## src/sv/tlc_pkg.sv

```systemverilog
package tlc_pkg;

	localparam int CAPACITY    = 512;
	localparam int SLOT_W      = $clog2(CAPACITY);
	localparam int CNT_W       = $clog2(CAPACITY + 1);

	localparam int HANDLE_W    = 48;
	localparam int DIM_W       = 14;
	localparam int TIME_W      = 48;
	localparam int STAMP_W     = 32;
	localparam int TTL_W       = 32;
	localparam int MAXE_W      = 10;
	localparam int STATUS_W    = 3;
	localparam int SLOT_OUT_W  = 9;
	localparam int COUNT_OUT_W = 10;

	localparam logic [TTL_W-1:0]  TTL_RESET = TTL_W'(3000);
	localparam logic [MAXE_W-1:0] MAXE_RESET = MAXE_W'(440);

	typedef enum logic [STATUS_W-1:0] {
		ST_HIT      = 3'd0,
		ST_INSERTED = 3'd1,
		ST_EVICTED  = 3'd2,
		ST_FAILED   = 3'd3,
		ST_PRUNED   = 3'd4
	} status_t;

	typedef enum logic {
		CFG_TTL = 1'b0,
		CFG_MAX = 1'b1
	} cfg_idx_t;

	// One cached registration as it travels around the ring.
	typedef struct packed {
		logic                valid;
		logic [HANDLE_W-1:0] handle;
		logic [DIM_W-1:0]    width;
		logic [DIM_W-1:0]    height;
		logic [TIME_W-1:0]   last_used;
		logic [STAMP_W-1:0]  stamp;
	} entry_t;

endpackage

```

## src/sv/tlc_cell.sv

```systemverilog
module tlc_cell (
	input  logic            clk,
	input  logic            arst_n,
	input  logic            shift_en,
	input  tlc_pkg::entry_t d,
	output tlc_pkg::entry_t q
);
	import tlc_pkg::*;

	logic   valid_q;
	entry_t data_q;

	// Valid bit clears on reset; the rest of the entry is don't-care until written.
	always_ff @(posedge clk or negedge arst_n) begin
		if (!arst_n) begin
			valid_q <= 1'b0;
		end else if (shift_en) begin
			valid_q <= d.valid;
		end
	end

	always_ff @(posedge clk) begin
		if (shift_en) begin
			data_q <= d;
		end
	end

	always_comb begin
		q       = data_q;
		q.valid = valid_q;
	end

endmodule

```

## config.mk

```make
export PLATFORM = sky130hd
export DESIGN_NAME = tlc_cell
export DESIGN_NICKNAME = d
export VERILOG_FILES = /design/src/sv/tlc_pkg.sv /design/src/sv/tlc_cell.sv
export SDC_FILE = /design/constraint.sdc
export NUM_CORES = 1
export LEC_CHECK = 0
export ABC_AREA = 0
export BUFFER_PORTS_ARGS = -buffer_cell sky130_fd_sc_hd__buf_2
export CORE_MARGIN = 2
export CORE_UTILIZATION = 30
export CTS_BUF_LIST = sky130_fd_sc_hd__clkbuf_2
export CTS_CLUSTER_SIZE = 30
export DETAILED_ROUTE_END_ITERATION = 8
export PLACE_DENSITY = 0.61
export SLEW_MARGIN = 15
export SYNTH_ARGS = -nofsm -noshare
export SYNTH_HDL_FRONTEND = slang
export SYNTH_SLANG_ARGS = --single-unit
```

## constraint.sdc

```tcl
create_clock -name clk -period 1.3 [get_ports clk]
set_input_delay 0.065 -clock clk [delete_from_list [all_inputs] [get_ports clk]]
set_output_delay 0.065 -clock clk [all_outputs]
set_load 0.02 [all_outputs]
```

==> metrics.cfg, run 1 <==
[status]
status = aborted with a tool error
last-stage-reached = clock tree synthesis
first-error = [ERROR RSZ-0060] Max buffer count reached.

[synth]
synth.top_cells.by_count = edfxtp_1, buf_4, dfrtp_1, mux2_4
synth_area_leaders = edfxtp_1, dfrtp_1, mux2_4
synth_top_area_cell = edfxtp_1
ys_warn_count = 0
yosys.cell_types.count = 4
synth_edf_count = 156
yosysSeqAreaShare = 0.995
synth_ff_type = edfxtp_1
synthCells = 159
syn_area_per_cell_sq_um = 29.8
async_flop_share = 0.00637
post-synth-top-count-cell = edfxtp_1
synth_top_cell_area_share = 0.990
syn_area_sq_um = 4730
ys_ff_latch = 157
synthesis.nets = 319

[clocking]
cts_setup_buffers = 1
hold_buffers = 146
clockBufferDepth = 2
htreeDepth = 4
ctsResizeCount = 114
clockRootBuffer = clkbuf_2
numCtsBuffers = 17
cts.sinks = 157

[floorplan]
die_w_um = 130
start_util = 0.309
ios = 317
rows = 45
die_h_um = 130

[placed_design]
gp_congestion = 0.759
hpwl_um = 8930
dpl_worst_slack_ps = 325
portBuffers = 316

cells by family after synthesis:
kind of cell | Yosys count | share of synthesized area
buf+inv | 1 | 0.00159
flops | 157 | 0.995
mux | 1 | 0.00317
stage by stage:
stage | instance area (sq um) | cells
2_1_floorplan | 4730 | 159
3_3_place_gp | 6660 | 693
3_5_place_dp | 6660 | 693
==> run 2, diff against run 1 <==
--- a/config.mk
+++ b/config.mk
@@ -8,11 +8,9 @@
 export ABC_AREA = 0
 export BUFFER_PORTS_ARGS = -buffer_cell sky130_fd_sc_hd__buf_2
 export CORE_MARGIN = 2
-export CORE_UTILIZATION = 30
-export CTS_BUF_LIST = sky130_fd_sc_hd__clkbuf_2
-export CTS_CLUSTER_SIZE = 30
+export CORE_UTILIZATION = 20
 export DETAILED_ROUTE_END_ITERATION = 8
-export PLACE_DENSITY = 0.61
+export PLACE_DENSITY_LB_ADDON = 0.15
 export SLEW_MARGIN = 15
 export SYNTH_ARGS = -nofsm -noshare
 export SYNTH_HDL_FRONTEND = slang
==> metrics.cfg, run 2 <==
[drt]
ant_nets = 0
routed_via_density = 3.53
drt-met1-wl_um = 4940
avgRoutedWirePerCell_um = 13.4
drtIter0Drc = 105
wl_met3_um = 1370
drc = 0
via_count = 3497
routed_wl_um = 13300
drtPass1Iterations = 4
route.top_layer_used = met5
route.met2.wl_um = 6690

[synth]
synth_top_cell_area_share = 0.990  ; unchanged
synth_top_area_cell = edfxtp_1
async_flop_share = 0.00637  ; unchanged
yosys.cell_types.count = 4  ; unchanged
synth_edf_count = 156  ; unchanged
synthesis.nets = 319  ; unchanged
ys_ff_latch = 157  ; unchanged
synth_ff_type = edfxtp_1
yosysSeqAreaShare = 0.995  ; unchanged
synth.top_cells.by_count = edfxtp_1, buf_4, dfrtp_1, mux2_4
post-synth-top-count-cell = edfxtp_1
synth_area_leaders = edfxtp_1, dfrtp_1, mux2_4
syn_area_sq_um = 4730  ; unchanged
synthCells = 159  ; unchanged
ys_warn_count = 0  ; unchanged
syn_area_per_cell_sq_um = 29.8  ; unchanged

[worst_setup_path]
path_max_fanout = 1
cp_cell_sequence = buf_2
cp.depth = 1
cp_slowest_stage_delay_ps = 390
endpoint_kind = output port
crit_family = flip-flops
cp-start-kind = register
crit_required_ps = 1240
reg2reg_depth = 1
criticalPathCategory = register to output port
cp_slowest_cell = edfxtp_1
path_buf_inv = 1
worstPathArrival_ps = 980

[final_layout]
multi_input_area_sq_um = 15.0
nFillCells = 2210
nets = 819
diodes = 0
seq_area_sq_um = 4710
final_util = 0.383
layout-drive-gt1-share = 0.524
largest_reg_flops = 156
fin_cells = 991
area_growth_pct = 88.7
mostFrequentLayoutCells = buf_2, dlygate4sd3_1, edfxtp_1
layout_commonest_cell = buf_2

[floorplan]
die_w_um = 158  ; +22%
rows = 56  ; +24%
start_util = 0.203  ; -0.106
core_area_sq_um = 23300
die_area_sq_um = 24900
die_h_um = 158  ; +22%
ios = 317  ; unchanged

[global_route]
grt_pass1_wl_um = 19100
grt_max_degree = 41
grt_pass1_vias = 3814
gr-total-overflow = 0
grt_usage = 0.103
grt_antenna_before_repair = 1

[pwr]
switchingPower_uw = 3010
switching_share = 0.242
irDropWorstVdd_mv = 0.795
total_power_uw = 12400
intPower_uw = 9410
power_frac_comb = 0.134
pwr-share-seq = 0.491
leakage_uw = 0.00375
power.density_nw_per_um2 = 1390
clkPwrFrac = 0.375

[placed_design]
gp_congestion = 0.681  ; -10%
hpwl_um = 9240  ; +3.5%
portBuffers = 316  ; unchanged
dp.cells = 800  ; +15%

[clocking]
cts.sinks = 157  ; unchanged
tritoncts = done
clockBufferDepth = 2  ; unchanged
htreeDepth = 4  ; unchanged
path_clk_slew_ps = 70
cts_setup_buffers = 0  ; -1
numCtsBuffers = 17  ; unchanged
worstSkewPairLatency_ps = 410
ctsResizeCount = 0  ; -100%
clockRootBuffer = clkbuf_16

[sta]
whs_ps = 17.9
rsz0062_at_grt = false
setup_tns_ps = 0
final-setup-viol-count = 0
tightest_slew_ps = 266
period_share = 0.805
period_minus_slack_ps = 1050
skew_ps = 0
relSlewSlack = 0.823
max_freq_ghz = 0.955
finalHoldViolations = 0
final_max_slew_viol_count = 0

[hold_path]
hold_path.class = primary input to register
holdPathStages = 1

[flow_run]
max_cap_violations = 0

[status]
status = completed

-- run 2: logic make-up (layout without fill, tap and decap cells) --
logic type,after synthesis,count (layout),synth area share
muxes,1,1,0.00317
DFF,157,157,0.995
buffers and inverters,1,514,0.00159
-- run 2: timing repair --
action | in CTS | in global routing
hold buffers | 159 | 0
endpoints found under the setup margin | 0 | 0
hold endpoints to repair | 158 | 0
-- run 2: power by group through the flow --
stage	clock network, uW	registers [uW]	logic [uW]
2_1_floorplan	0	6750	13.9
3_3_place_gp	0	6210	1300
3_5_place_dp	0	6210	1300
4_1_cts	4850	6100	1680
5_1_grt	5060	6140	1770
6_report	4660	6100	1660
-- run 2: layout make-up --
class | count | area share
Tap cell | 319 | 0.0447
Clock inverter | 13 | 0.0129
Clock buffer | 19 | 0.0485
Multi-Input combinational cell | 1 | 0.00168
Sequential cell | 157 | 0.527
Timing Repair Buffer | 482 | 0.365
-- run 2: routing by layer --
metal | global-route usage | vias up
met3 | 0.0493 | 14
met1 | 0.105 | 1647
met4 | 0.0472 | 2
met2 | 0.178 | 180
met5 | 0 | -
li1 | - | 1654
-- run 2: path summary, 6_finish.rpt --
path                       startpoint      end  slack [ps]
hold / removal               shift_en   q[151]          20
min in group asynchronous      arst_n  valid_q         500
setup reg to reg              valid_q  valid_q         530
hold reg to reg               valid_q  valid_q         530
max in group asynchronous      arst_n  valid_q         680
setup / recovery                q[20]    q[20]         250
-- run 2: per-stage QoR --
step	worst slack, ps	area (sq um)
2_1_floorplan	571	4730
3_3_place_gp	356	6790
3_5_place_dp	323	6790
4_1_cts	213	8930
5_1_grt	175	8930
6_report	253	8930
No activity file was read; power rests on OpenSTA's default activity.
